$ cat config.mk
export PLATFORM = sky130hd
export DESIGN_NAME = encoder_multiturn_velocity_tracker_core
export DESIGN_NICKNAME = d
export VERILOG_FILES = /design/src/rtl/core/emvt_pkg.sv /design/src/rtl/core/emvt_regs.sv /design/src/rtl/core/emvt_mul.sv /design/src/rtl/core/encoder_multiturn_velocity_tracker_core.sv
export SDC_FILE = /design/constraint.sdc
export NUM_CORES = 2
export LEC_CHECK = 0
export BUFFER_PORTS_ARGS = -buffer_cell sky130_fd_sc_hd__buf_4
export CAP_MARGIN = 20
export CORE_ASPECT_RATIO = 1.2
export CORE_MARGIN = 2
export CORE_UTILIZATION = 45
export CTS_CLUSTER_SIZE = 20
export DETAILED_ROUTE_END_ITERATION = 6
export SYNTH_ARGS = -nofsm -noshare
export SYNTH_HDL_FRONTEND = slang
export SYNTH_SLANG_ARGS = --single-unit
$ cat constraint.sdc
create_clock -name clk_i -period 8.2 [get_ports clk_i]
set_clock_uncertainty 0.05 [all_clocks]
set_input_delay 1.23 -clock clk_i [delete_from_list [all_inputs] [get_ports clk_i]]
set_output_delay 1.23 -clock clk_i [all_outputs]
set_load 0.02 [all_outputs]
$ cat src/rtl/core/emvt_pkg.sv
`default_nettype none

package emvt_pkg;

  localparam int unsigned COUNT_BITS     = 13;
  localparam int unsigned HISTORY_DEPTH  = 16;
  localparam int unsigned WARMUP_SAMPLES = 30;
  localparam int unsigned WARMUP_W       = $clog2(WARMUP_SAMPLES + 1);

  localparam int unsigned ANGLE_W = 16;
  localparam int unsigned TURN_W  = 16;
  localparam int unsigned DATA_W  = 32;
  localparam int unsigned PROD_W  = 2 * DATA_W;
  localparam int unsigned PP_W    = 7;
  localparam int unsigned SHIFT_W = 4;

  // three registers at byte addresses 0, 4 and 8
  localparam int unsigned ADDR_W    = 4;
  localparam int unsigned REG_IDX_W = ADDR_W - 2;

  localparam logic [REG_IDX_W-1:0] REG_PAIR_CNT       = REG_IDX_W'(0);
  localparam logic [REG_IDX_W-1:0] REG_VELOCITY_SCALE = REG_IDX_W'(1);
  localparam logic [REG_IDX_W-1:0] REG_FILTER_SHIFT   = REG_IDX_W'(2);

  localparam logic [PP_W-1:0]    PAIR_CNT_RST = PP_W'(4);
  localparam logic [DATA_W-1:0]  SCALE_RST    = DATA_W'(65536);
  localparam logic [SHIFT_W-1:0] SHIFT_RST    = SHIFT_W'(3);

  // 30/pi in Q4.28
  localparam logic [DATA_W-1:0] RPM_Q28  = 32'd2563369783;
  localparam int unsigned       RPM_FRAC = 28;
  localparam logic [PROD_W-1:0] RPM_ROUND = PROD_W'(1) << (RPM_FRAC - 1);

  localparam logic signed [COUNT_BITS:0] HALF_REV =
    (COUNT_BITS + 1)'(1) << (COUNT_BITS - 1);

  typedef struct packed {
    logic [PP_W-1:0]    pair_cnt;
    logic [DATA_W-1:0]  velocity_scale;
    logic [SHIFT_W-1:0] filter_shift;
  } cfg_t;

endpackage

`default_nettype wire

$ cat src/rtl/core/emvt_regs.sv
`default_nettype none

module emvt_regs (
  input  logic                             clk_i,
  input  logic                             rst_ni,
  input  logic                             psel,
  input  logic                             penable,
  input  logic                             pwrite,
  input  logic [emvt_pkg::ADDR_W-1:0]      paddr,
  input  logic [emvt_pkg::DATA_W-1:0]      pwdata,
  output logic [emvt_pkg::DATA_W-1:0]      prdata,
  output logic                             pready,
  output emvt_pkg::cfg_t                   cfg_o
);

  logic [emvt_pkg::REG_IDX_W-1:0] reg_idx;
  logic                           wr_en;
  emvt_pkg::cfg_t                 cfg_q;

  assign reg_idx = paddr[emvt_pkg::ADDR_W-1:2];
  assign wr_en   = psel && penable && pwrite;
  assign pready  = 1'b1;
  assign cfg_o   = cfg_q;

  always_ff @(posedge clk_i or negedge rst_ni) begin
    if (!rst_ni) begin
      cfg_q.pair_cnt       <= emvt_pkg::PAIR_CNT_RST;
      cfg_q.velocity_scale <= emvt_pkg::SCALE_RST;
      cfg_q.filter_shift   <= emvt_pkg::SHIFT_RST;
    end else if (wr_en) begin
      unique case (reg_idx)
        emvt_pkg::REG_PAIR_CNT: begin
          cfg_q.pair_cnt <= pwdata[emvt_pkg::PP_W-1:0];
        end
        emvt_pkg::REG_VELOCITY_SCALE: begin
          cfg_q.velocity_scale <= pwdata;
        end
        emvt_pkg::REG_FILTER_SHIFT: begin
          cfg_q.filter_shift <= pwdata[emvt_pkg::SHIFT_W-1:0];
        end
        default: begin
        end
      endcase
    end
  end

  always_comb begin
    prdata = '0;
    unique case (reg_idx)
      emvt_pkg::REG_PAIR_CNT: begin
        prdata = emvt_pkg::DATA_W'(cfg_q.pair_cnt);
      end
      emvt_pkg::REG_VELOCITY_SCALE: begin
        prdata = cfg_q.velocity_scale;
      end
      emvt_pkg::REG_FILTER_SHIFT: begin
        prdata = emvt_pkg::DATA_W'(cfg_q.filter_shift);
      end
      default: begin
        prdata = '0;
      end
    endcase
  end

endmodule

`default_nettype wire

$ cat src/rtl/core/emvt_mul.sv
`default_nettype none

// shared unsigned multiplier, product registered
module emvt_mul (
  input  logic                        clk_i,
  input  logic                        en_i,
  input  logic [emvt_pkg::DATA_W-1:0] op_a_i,
  input  logic [emvt_pkg::DATA_W-1:0] op_b_i,
  output logic [emvt_pkg::PROD_W-1:0] prod_o
);

  logic [emvt_pkg::PROD_W-1:0] prod_q;

  always_ff @(posedge clk_i) begin
    if (en_i) begin
      prod_q <= emvt_pkg::PROD_W'(op_a_i) * emvt_pkg::PROD_W'(op_b_i);
    end
  end

  assign prod_o = prod_q;

endmodule

`default_nettype wire

$ cat src/rtl/core/encoder_multiturn_velocity_tracker_core.sv
// Multiturn absolute encoder tracker with windowed velocity estimate.
//
// Input channel: one angle_raw_i sample per transaction (in_valid_i / in_stall_o).
// Output channel: one result per input transaction (out_valid_o / out_stall_i),
// carrying single-turn and electrical counts, turns, multiturn position and
// four Q16.16 velocities plus the averaging status.
// Configuration: APB registers pair_cnt (0x0), velocity_scale (0x4) and
// filter_shift (0x8); write them only while no transaction is in flight.
//
// The result is loaded into the output register from the last step, S_DONE.
// A sequencer walks each sample through
// four products on the single shared 32x32 multiplier (electrical angle,
// velocity, rpm, electrical velocity) plus one saturation and one averaging
// step, and in_stall_o stays high for that whole walk.
// The output register holds a finished result while the receiver stalls, and
// the next sample is taken and processed meanwhile; its result waits in the
// last step until the output register is free.
// Reset clears the history, turns, warm-up and average, the output valid,
// and loads the register defaults (4, 65536, 3).
`default_nettype none

module encoder_multiturn_velocity_tracker_core (
  input  logic                                 clk_i,
  input  logic                                 rst_ni,
  input  logic                                 psel,
  input  logic                                 penable,
  input  logic                                 pwrite,
  input  logic [emvt_pkg::ADDR_W-1:0]          paddr,
  input  logic [emvt_pkg::DATA_W-1:0]          pwdata,
  output logic [emvt_pkg::DATA_W-1:0]          prdata,
  output logic                                 pready,
  input  logic                                 in_valid_i,
  output logic                                 in_stall_o,
  input  logic [emvt_pkg::ANGLE_W-1:0]         angle_raw_i,
  output logic                                 out_valid_o,
  input  logic                                 out_stall_i,
  output logic [emvt_pkg::COUNT_BITS-1:0]      mech_count_o,
  output logic [emvt_pkg::COUNT_BITS-1:0]      elec_count_o,
  output logic signed [emvt_pkg::TURN_W-1:0]   turn_count_o,
  output logic signed [emvt_pkg::DATA_W-1:0]   multiturn_count_o,
  output logic signed [emvt_pkg::DATA_W-1:0]   velocity_o,
  output logic signed [emvt_pkg::DATA_W-1:0]   velocity_rpm_o,
  output logic signed [emvt_pkg::DATA_W-1:0]   elec_velocity_o,
  output logic signed [emvt_pkg::DATA_W-1:0]   avg_velocity_o,
  output logic                                 avg_ready_o
);

  typedef enum logic [2:0] {
    S_IDLE,
    S_ELEC,
    S_VEL,
    S_VSAT,
    S_RPM,
    S_EVEL,
    S_AVG,
    S_DONE
  } state_e;

  // clamp a magnitude to the signed 32-bit range of the given sign
  function automatic logic [emvt_pkg::DATA_W-1:0] clamp_mag(
    input logic                        neg,
    input logic [emvt_pkg::PROD_W-1:0] mag
  );
    logic [emvt_pkg::DATA_W-1:0] lim;
    lim = neg ? {1'b1, {(emvt_pkg::DATA_W-1){1'b0}}}
              : {1'b0, {(emvt_pkg::DATA_W-1){1'b1}}};
    if (mag > emvt_pkg::PROD_W'(lim)) begin
      return lim;
    end
    return mag[emvt_pkg::DATA_W-1:0];
  endfunction

  function automatic logic [emvt_pkg::DATA_W-1:0] apply_sign(
    input logic                        neg,
    input logic [emvt_pkg::DATA_W-1:0] mag
  );
    return neg ? (~mag + 1'b1) : mag;
  endfunction

  // saturate a two's complement value two bits wider than the output
  function automatic logic [emvt_pkg::DATA_W-1:0] sat_wide(
    input logic [emvt_pkg::DATA_W+1:0] v
  );
    logic [2:0] top;
    top = v[emvt_pkg::DATA_W+1:emvt_pkg::DATA_W-1];
    if (top == 3'b000 || top == 3'b111) begin
      return v[emvt_pkg::DATA_W-1:0];
    end
    return v[emvt_pkg::DATA_W+1] ? {1'b1, {(emvt_pkg::DATA_W-1){1'b0}}}
                                 : {1'b0, {(emvt_pkg::DATA_W-1){1'b1}}};
  endfunction

  localparam int unsigned CB = emvt_pkg::COUNT_BITS;
  localparam int unsigned DW = emvt_pkg::DATA_W;
  localparam int unsigned PW = emvt_pkg::PROD_W;
  localparam int unsigned HD = emvt_pkg::HISTORY_DEPTH;
  localparam int unsigned TW = emvt_pkg::TURN_W;
  localparam int unsigned WW = emvt_pkg::WARMUP_W;

  emvt_pkg::cfg_t cfg;

  state_e          state_q;
  logic [CB-1:0]   count_q;
  logic [CB-1:0]   prev_q;
  logic [TW-1:0]   turns_q;
  logic [DW-1:0]   hist_q [HD];
  logic            diff_neg_q;
  logic [DW:0]     diff_mag_q;
  logic [CB-1:0]   elec_q;
  logic [DW-1:0]   vel_q;
  logic [DW-1:0]   vel_mag_q;
  logic [DW-1:0]   rpm_q;
  logic [DW-1:0]   evel_q;
  logic [DW-1:0]   avg_q;
  logic [WW-1:0]   warm_q;
  logic            avg_on_q;

  logic            out_valid_q;
  logic [CB-1:0]   out_mech_q;
  logic [CB-1:0]   out_elec_q;
  logic [TW-1:0]   out_turn_q;
  logic [DW-1:0]   out_multi_q;
  logic [DW-1:0]   out_vel_q;
  logic [DW-1:0]   out_rpm_q;
  logic [DW-1:0]   out_evel_q;
  logic [DW-1:0]   out_avg_q;
  logic            out_avg_on_q;

  logic [CB-1:0]         count_in;
  logic signed [CB:0]    delta;
  logic [TW-1:0]         turns_d;
  logic [DW+1:0]         multi_wide;
  logic [DW-1:0]         multi;
  logic [DW:0]           diff;
  logic                  scale_big;
  logic [DW-1:0]         vel_mag_d;
  logic [PW-1:0]         rpm_sum;
  logic [PW-1:0]         rpm_mag;
  logic signed [DW:0]    avg_diff;
  logic signed [DW:0]    avg_step;
  logic [DW+1:0]         avg_sum;
  logic [WW-1:0]         warm_next;
  logic                  in_accept;
  logic                  out_free;

  logic          mul_en;
  logic [DW-1:0] mul_a;
  logic [DW-1:0] mul_b;
  logic [PW-1:0] prod;

  emvt_regs u_regs (
    .clk_i   (clk_i),
    .rst_ni  (rst_ni),
    .psel    (psel),
    .penable (penable),
    .pwrite  (pwrite),
    .paddr   (paddr),
    .pwdata  (pwdata),
    .prdata  (prdata),
    .pready  (pready),
    .cfg_o   (cfg)
  );

  emvt_mul u_mul (
    .clk_i  (clk_i),
    .en_i   (mul_en),
    .op_a_i (mul_a),
    .op_b_i (mul_b),
    .prod_o (prod)
  );

  assign in_stall_o = (state_q != S_IDLE);
  assign in_accept  = in_valid_i && !in_stall_o;
  assign out_free   = !out_valid_q || !out_stall_i;

  // turn unwrap and multiturn position
  always_comb begin
    count_in = angle_raw_i[emvt_pkg::ANGLE_W-1 -: CB];
    delta    = $signed({1'b0, count_in}) - $signed({1'b0, prev_q});
    turns_d  = turns_q;
    if (delta > emvt_pkg::HALF_REV) begin
      turns_d = turns_q - 1'b1;
    end else if (delta < -emvt_pkg::HALF_REV) begin
      turns_d = turns_q + 1'b1;
    end
    multi_wide = {{(DW + 2 - TW - CB){turns_d[TW-1]}}, turns_d, count_in};
    multi      = sat_wide(multi_wide);
  end

  // window difference, newest minus oldest
  assign diff = {hist_q[0][DW-1], hist_q[0]} - {hist_q[HD-1][DW-1], hist_q[HD-1]};

  // a magnitude beyond 32 bits saturates unless the scale is zero
  assign scale_big = diff_mag_q[DW] && (cfg.velocity_scale != '0);
  assign vel_mag_d = clamp_mag(diff_neg_q, scale_big ? {PW{1'b1}} : prod);

  assign rpm_sum = prod + emvt_pkg::RPM_ROUND;
  assign rpm_mag = PW'(rpm_sum[PW-1:emvt_pkg::RPM_FRAC]);

  assign avg_diff  = {vel_q[DW-1], vel_q} - {avg_q[DW-1], avg_q};
  assign avg_step  = avg_diff >>> cfg.filter_shift;
  assign avg_sum   = {avg_step[DW], avg_step} + {{2{avg_q[DW-1]}}, avg_q};
  assign warm_next = warm_q + 1'b1;

  always_comb begin
    mul_a = '0;
    mul_b = '0;
    case (state_q)
      S_ELEC: begin
        mul_a = DW'(count_q);
        mul_b = DW'(cfg.pair_cnt);
      end
      S_VEL: begin
        mul_a = diff_mag_q[DW-1:0];
        mul_b = cfg.velocity_scale;
      end
      S_RPM: begin
        mul_a = vel_mag_q;
        mul_b = emvt_pkg::RPM_Q28;
      end
      S_EVEL: begin
        mul_a = vel_mag_q;
        mul_b = DW'(cfg.pair_cnt);
      end
      default: begin
      end
    endcase
  end

  assign mul_en = (state_q == S_ELEC) || (state_q == S_VEL) ||
                  (state_q == S_RPM) || (state_q == S_EVEL);

  always_ff @(posedge clk_i or negedge rst_ni) begin
    if (!rst_ni) begin
      state_q      <= S_IDLE;
      count_q      <= '0;
      prev_q       <= '0;
      turns_q      <= '0;
      for (int i = 0; i < HD; i++) begin
        hist_q[i] <= '0;
      end
      diff_neg_q   <= 1'b0;
      diff_mag_q   <= '0;
      elec_q       <= '0;
      vel_q        <= '0;
      vel_mag_q    <= '0;
      rpm_q        <= '0;
      evel_q       <= '0;
      avg_q        <= '0;
      warm_q       <= '0;
      avg_on_q     <= 1'b0;
      out_valid_q  <= 1'b0;
      out_mech_q   <= '0;
      out_elec_q   <= '0;
      out_turn_q   <= '0;
      out_multi_q  <= '0;
      out_vel_q    <= '0;
      out_rpm_q    <= '0;
      out_evel_q   <= '0;
      out_avg_q    <= '0;
      out_avg_on_q <= 1'b0;
    end else begin
      if (state_q == S_DONE && out_free) begin
        out_valid_q <= 1'b1;
      end else if (out_valid_q && !out_stall_i) begin
        out_valid_q <= 1'b0;
      end
      unique case (state_q)
        S_IDLE: begin
          if (in_valid_i) begin
            count_q   <= count_in;
            prev_q    <= count_in;
            turns_q   <= turns_d;
            hist_q[0] <= multi;
            for (int i = 1; i < HD; i++) begin
              hist_q[i] <= hist_q[i-1];
            end
            state_q <= S_ELEC;
          end
        end
        S_ELEC: begin
          diff_neg_q <= diff[DW];
          diff_mag_q <= diff[DW] ? (~diff + 1'b1) : diff;
          state_q    <= S_VEL;
        end
        S_VEL: begin
          elec_q  <= prod[CB-1:0];
          state_q <= S_VSAT;
        end
        S_VSAT: begin
          vel_mag_q <= vel_mag_d;
          vel_q     <= apply_sign(diff_neg_q, vel_mag_d);
          state_q   <= S_RPM;
        end
        S_RPM: begin
          state_q <= S_EVEL;
        end
        S_EVEL: begin
          rpm_q   <= apply_sign(vel_q[DW-1], clamp_mag(vel_q[DW-1], rpm_mag));
          state_q <= S_AVG;
        end
        S_AVG: begin
          evel_q <= apply_sign(vel_q[DW-1], clamp_mag(vel_q[DW-1], prod));
          if (!avg_on_q) begin
            warm_q <= warm_next;
            avg_q  <= '0;
            if (warm_next >= WW'(emvt_pkg::WARMUP_SAMPLES)) begin
              avg_on_q <= 1'b1;
            end
          end else begin
            avg_q <= sat_wide(avg_sum);
          end
          state_q <= S_DONE;
        end
        S_DONE: begin
          if (out_free) begin
            out_mech_q   <= count_q;
            out_elec_q   <= elec_q;
            out_turn_q   <= turns_q;
            out_multi_q  <= hist_q[0];
            out_vel_q    <= vel_q;
            out_rpm_q    <= rpm_q;
            out_evel_q   <= evel_q;
            out_avg_q    <= avg_q;
            out_avg_on_q <= avg_on_q;
            state_q      <= S_IDLE;
          end
        end
        default: begin
          state_q <= S_IDLE;
        end
      endcase
    end
  end

  assign out_valid_o       = out_valid_q;
  assign mech_count_o      = out_mech_q;
  assign elec_count_o      = out_elec_q;
  assign turn_count_o      = out_turn_q;
  assign multiturn_count_o = out_multi_q;
  assign velocity_o        = out_vel_q;
  assign velocity_rpm_o    = out_rpm_q;
  assign elec_velocity_o   = out_evel_q;
  assign avg_velocity_o    = out_avg_q;
  assign avg_ready_o       = out_avg_on_q;

`ifndef SYNTHESIS
  a_busy_after_accept : assert property (@(posedge clk_i) disable iff (!rst_ni)
    in_accept |=> in_stall_o)
    else $error("block not busy after an input transaction");

  a_turns_only_on_accept : assert property (@(posedge clk_i) disable iff (!rst_ni)
    !in_accept |=> $stable(turns_q))
    else $error("turn counter changed without an input transaction");

  a_avg_stays_on : assert property (@(posedge clk_i) disable iff (!rst_ni)
    avg_on_q |=> avg_on_q)
    else $error("averaging switched off after warm-up");

  a_avg_zero_in_warmup : assert property (@(posedge clk_i) disable iff (!rst_ni)
    (out_valid_o && !avg_ready_o) |-> (avg_velocity_o == '0))
    else $error("average velocity nonzero during warm-up");

  a_result_loaded : assert property (@(posedge clk_i) disable iff (!rst_ni)
    (state_q == S_DONE && out_free) |=> (out_valid_o && !in_stall_o))
    else $error("finished result not presented");
`endif

endmodule

`default_nettype wire
==> impl_metrics.csv <==
group,metric,value,unit
yosys,ys_ff_latch,958,
routing,viasPerCell,5.49,
final_layout,stdcell_area,101000,um^2
floorplan,start_util,45.2,%
floorplan,fp.dieW,395,um
global_routing,grt_remaining_overflow,0,
job,cap_violations,0,
global_routing,grt_use_total,30.3,%
clocking,clock_latency,760,ps
place,numPortBuffers,290,
sta,timing.fmax,0.113,GHz
clocking,cts-root-to-sink-buffers,3,
yosys,synth-edff-count,64,
pwr,p_leak,50.6,nW
hold_path,hp-class,"flop to flop",
final_layout,antennaDiodeCount,0,
final_layout,drive_above_1_share,20.7,%
floorplan,io_pins,297,
final_layout,syn2layout_area_growth,22.7,%
final_layout,multi_input_area,54400,um^2
sta,slew_violations,0,
floorplan,rows,172,
setup_path,cp_max_fo,6,
yosys,syn_area_per_cell,8.85,um^2
routing,wl_per_cell,22.3,um
setup_path,worstPathArrival,9250,ps
setup_path,crit_required,8620,ps
sta,hold_viol,0,
pwr,switching_share,50.1,%
clocking,cts_made_buffers,103,
yosys,synthesis.instances,9336,
clocking,clk_pin_slew,60,ps
run_status,failed_checks,"negative setup slack",
sta,period_share,108,%
pwr,intPower,24.8,mW
final_layout,final_common_cell,"nand2_1",
pwr,peakVddDrop,0.438,mV
final_layout,fin_nets,11602,
pwr,switching_power,24.8,mW
setup_path,slowest_delay,630,ps
setup_path,path_buf_inv,9,
sta,setup_viol,34,
clocking,clockRootBuffer,"clkbuf_16",
final_layout,finalNonFillerCells,12691,
setup_path,critPathKind,"flop to flop",
clocking,cts_max_level,3,
final_layout,final_cell_mix,"nand2_1, buf_4, inv_1",
yosys,synth_cell_type_count,99,
yosys,syn_nets,10770,
global_routing,grt_start_max_net_pins,231,
sta,relSlewSlack,28.9,%
setup_path,crit_slowest_cell,"fa_2",
place,place.gp.congestion,1.00,
setup_path,crit_family,"adder cells",
final_layout,seq_area,24300,um^2
sta,rsz0062_at_grt,"true",
routing,first_pass_iters,5,
pwr,pwr-share-seq,16.4,%
clocking,cts_tree,"yes",
floorplan,core_area,183000,um^2
final_layout,fill_cells,16510,
routing,drt_wl_total,283000,um
sta,worst_pin_slew,1070,ps
yosys,ys_seq_area_share,29.4,%
clocking,clock_sink_count,958,
place,postPlaceCellArea,93900,um^2
yosys,synth_warnings,0,
yosys,synthArstFlopShare,93.3,%
clocking,cts_hold_buf,0,
pwr,pwr-share-clk,9.8,%
setup_path,start_kind,"flop",
routing,route.detailed.drc,0,
setup_path,endpoint_kind,"flop",
yosys,syn-cell-area,82600,um^2
floorplan,fp.dieH,473,um
floorplan,die_area,187000,um^2
sta,setup_ws,-633,ps
pwr,power_density,489,nW/um^2
place,dp_hpwl,221000,um
sta,period_needed,8830,ps
routing,antenna_left,0,
yosys,yosys_most_used_dff,"dfrtp_1",
setup_path,cp_common_cell,"fa_1",
pwr,p_comb_share,73.8,%
global_routing,grt_pass1_vias,71541,
global_routing,antenna_found_initial,10,
routing,drtIter0Drc,5305,
global_routing,grt_first_pass_wirelength,430000,um
routing,vias,69630,
run_status,status,"finished with violations",
place,placedCellCount,12342,
cells by family after synthesis:
| group | share of synthesized area [%] |
|---|---|
| simple gates | 17.6 |
| flops | 29.4 |
| fa+ha+maj | 29.0 |
| xor+xnor | 2.32 |
| buf+inv | 7.37 |
| other cells | 0.00454 |
| compound gates | 10.6 |
| mux | 3.65 |
cell type report:
type	instances	share of cell area, %
clock inverters	46	0.526
multi-input cells	6792	53.6
repair buffers	1283	12.1
clock buffers	146	2.96
inverters	1030	3.82
flip-flops and latches	958	24.0
well taps	2436	3.01
worst paths after layout:
kind                        startpoint            endpoint  slack [ps]  depth (start not counted)
max                         state_q[0]    u_mul.prod_o[63]        -630                         35
min                        hist_q[331]         hist_q[299]         400                          2
max reg2reg                 state_q[0]    u_mul.prod_o[63]        -630                         35
min reg2reg                hist_q[331]         hist_q[299]         400                          2
max in group asynchronous       rst_ni  velocity_rpm_o[26]        5960                          3
min in group asynchronous       rst_ni         hist_q[222]         460                          1
metal layers:
metal / up-vias / track usage, % / wire (um)
met3: 641 / 4.56 / 17900
met1: 35021 / 36.6 / 107000
li1: 31678 / - / -
met4: 12 / 16.5 / 18800
met5: - / 0 / 87
met2: 2278 / 52.1 / 139000
sequential cells by signal (all words and copies together), names as in the netlist, 5 cells and up:
signal	cells
vel_q	32
vel_mag_q	31
diff_mag_q	33
velocity_rpm_o	32
turns_q	15
avg_velocity_o	32
velocity_o	32
mech_count_o	12
elec_count_o	13
rpm_q	32
elec_velocity_o	32
hist_q	437
evel_q	32
warm_q	5
u_mul.prod_o	64
avg_q	32
elec_q	13
u_regs.cfg_o	43
turn_count_o	15
prev_q	12
worst reg2reg max path, delay by kind of cell (launching register included):
kind,cells,cell delay (ps)
adders and majority gates,9,4220
AOI/OAI and AO/OA,12,2440
buffers and inverters,9,870
DFF,1,450
and+or+nand+nor,4,430
xor gates and xnor gates,1,70
cell usage after synthesis, types with 10 or more instances:
| cell | n | area share (%) |
|---|---|---|
| a211oi_1 | 28 | 0.25 |
| a21o_1 | 155 | 1.4 |
| a21oi_1 | 354 | 2.1 |
| a22o_1 | 27 | 0.29 |
| a22oi_1 | 41 | 0.37 |
| a31oi_1 | 45 | 0.34 |
| and2_1 | 48 | 0.36 |
| and3_1 | 53 | 0.40 |
| buf_1 | 23 | 0.10 |
| buf_4 | 34 | 0.31 |
| clkbuf_1 | 490 | 2.2 |
| dfrtp_1 | 890 | 27 |
| edfxtp_1 | 64 | 2.3 |
| fa_1 | 900 | 22 |
| ha_1 | 475 | 7.2 |
| inv_1 | 1026 | 4.7 |
| mux2_2 | 193 | 2.6 |
| mux2i_1 | 60 | 0.73 |
| nand2_1 | 2155 | 9.8 |
| nand2b_1 | 59 | 0.45 |
| nand3_1 | 93 | 0.56 |
| nand4_1 | 47 | 0.36 |
| nor2_1 | 773 | 3.5 |
| nor2b_1 | 38 | 0.29 |
| nor3_1 | 86 | 0.52 |
| nor4_1 | 42 | 0.32 |
| o211ai_1 | 16 | 0.15 |
| o21a_1 | 50 | 0.45 |
| o21ai_0 | 442 | 2.7 |
| o21ai_1 | 12 | 0.073 |
| o21bai_1 | 31 | 0.28 |
| o22ai_1 | 65 | 0.49 |
| o31a_1 | 12 | 0.13 |
| o31ai_1 | 25 | 0.23 |
| or2_2 | 10 | 0.076 |
| or3_1 | 36 | 0.27 |
| or4_1 | 16 | 0.15 |
| xnor2_1 | 138 | 1.5 |
| xor2_1 | 81 | 0.86 |
power groups by stage:
| stage | clock [mW] | sequential (mW) | combinational [mW] |
|---|---|---|---|
| detailed placement | 0 | 8.15 | 32.9 |
| floorplan | 0 | 7.88 | 18.2 |
| finish | 4.85 | 8.13 | 36.6 |
| CTS | 4.96 | 8.10 | 35.4 |
| global route | 5.14 | 8.29 | 39.2 |
| global placement | 0 | 8.11 | 32.4 |
stage by stage:
stage | total power [mW] | utilization [%] | setup WS (ps) | hold WS, ps | setup TNS [ps]
after detailed placement | 41.0 | 51.4 | -1010 | 398 | -23630
after global routing | 52.6 | 55.5 | -779 | 419 | -16160
after CTS | 48.5 | 54.9 | -628 | 404 | -10090
after global placement | 40.5 | 51.4 | -886 | 397 | -20590
after floorplan | 26.1 | - | 0.338 | 385 | 0
final | 49.6 | 55.5 | -633 | 399 | -10680
timing repair:
item,in CTS,in global routing
gates resized for setup,387,179
buffers inserted,128,32
gates cloned,10,0
setup endpoints to repair,42,66
pin swaps,247,173
No activity file was read; power rests on OpenSTA's default activity.
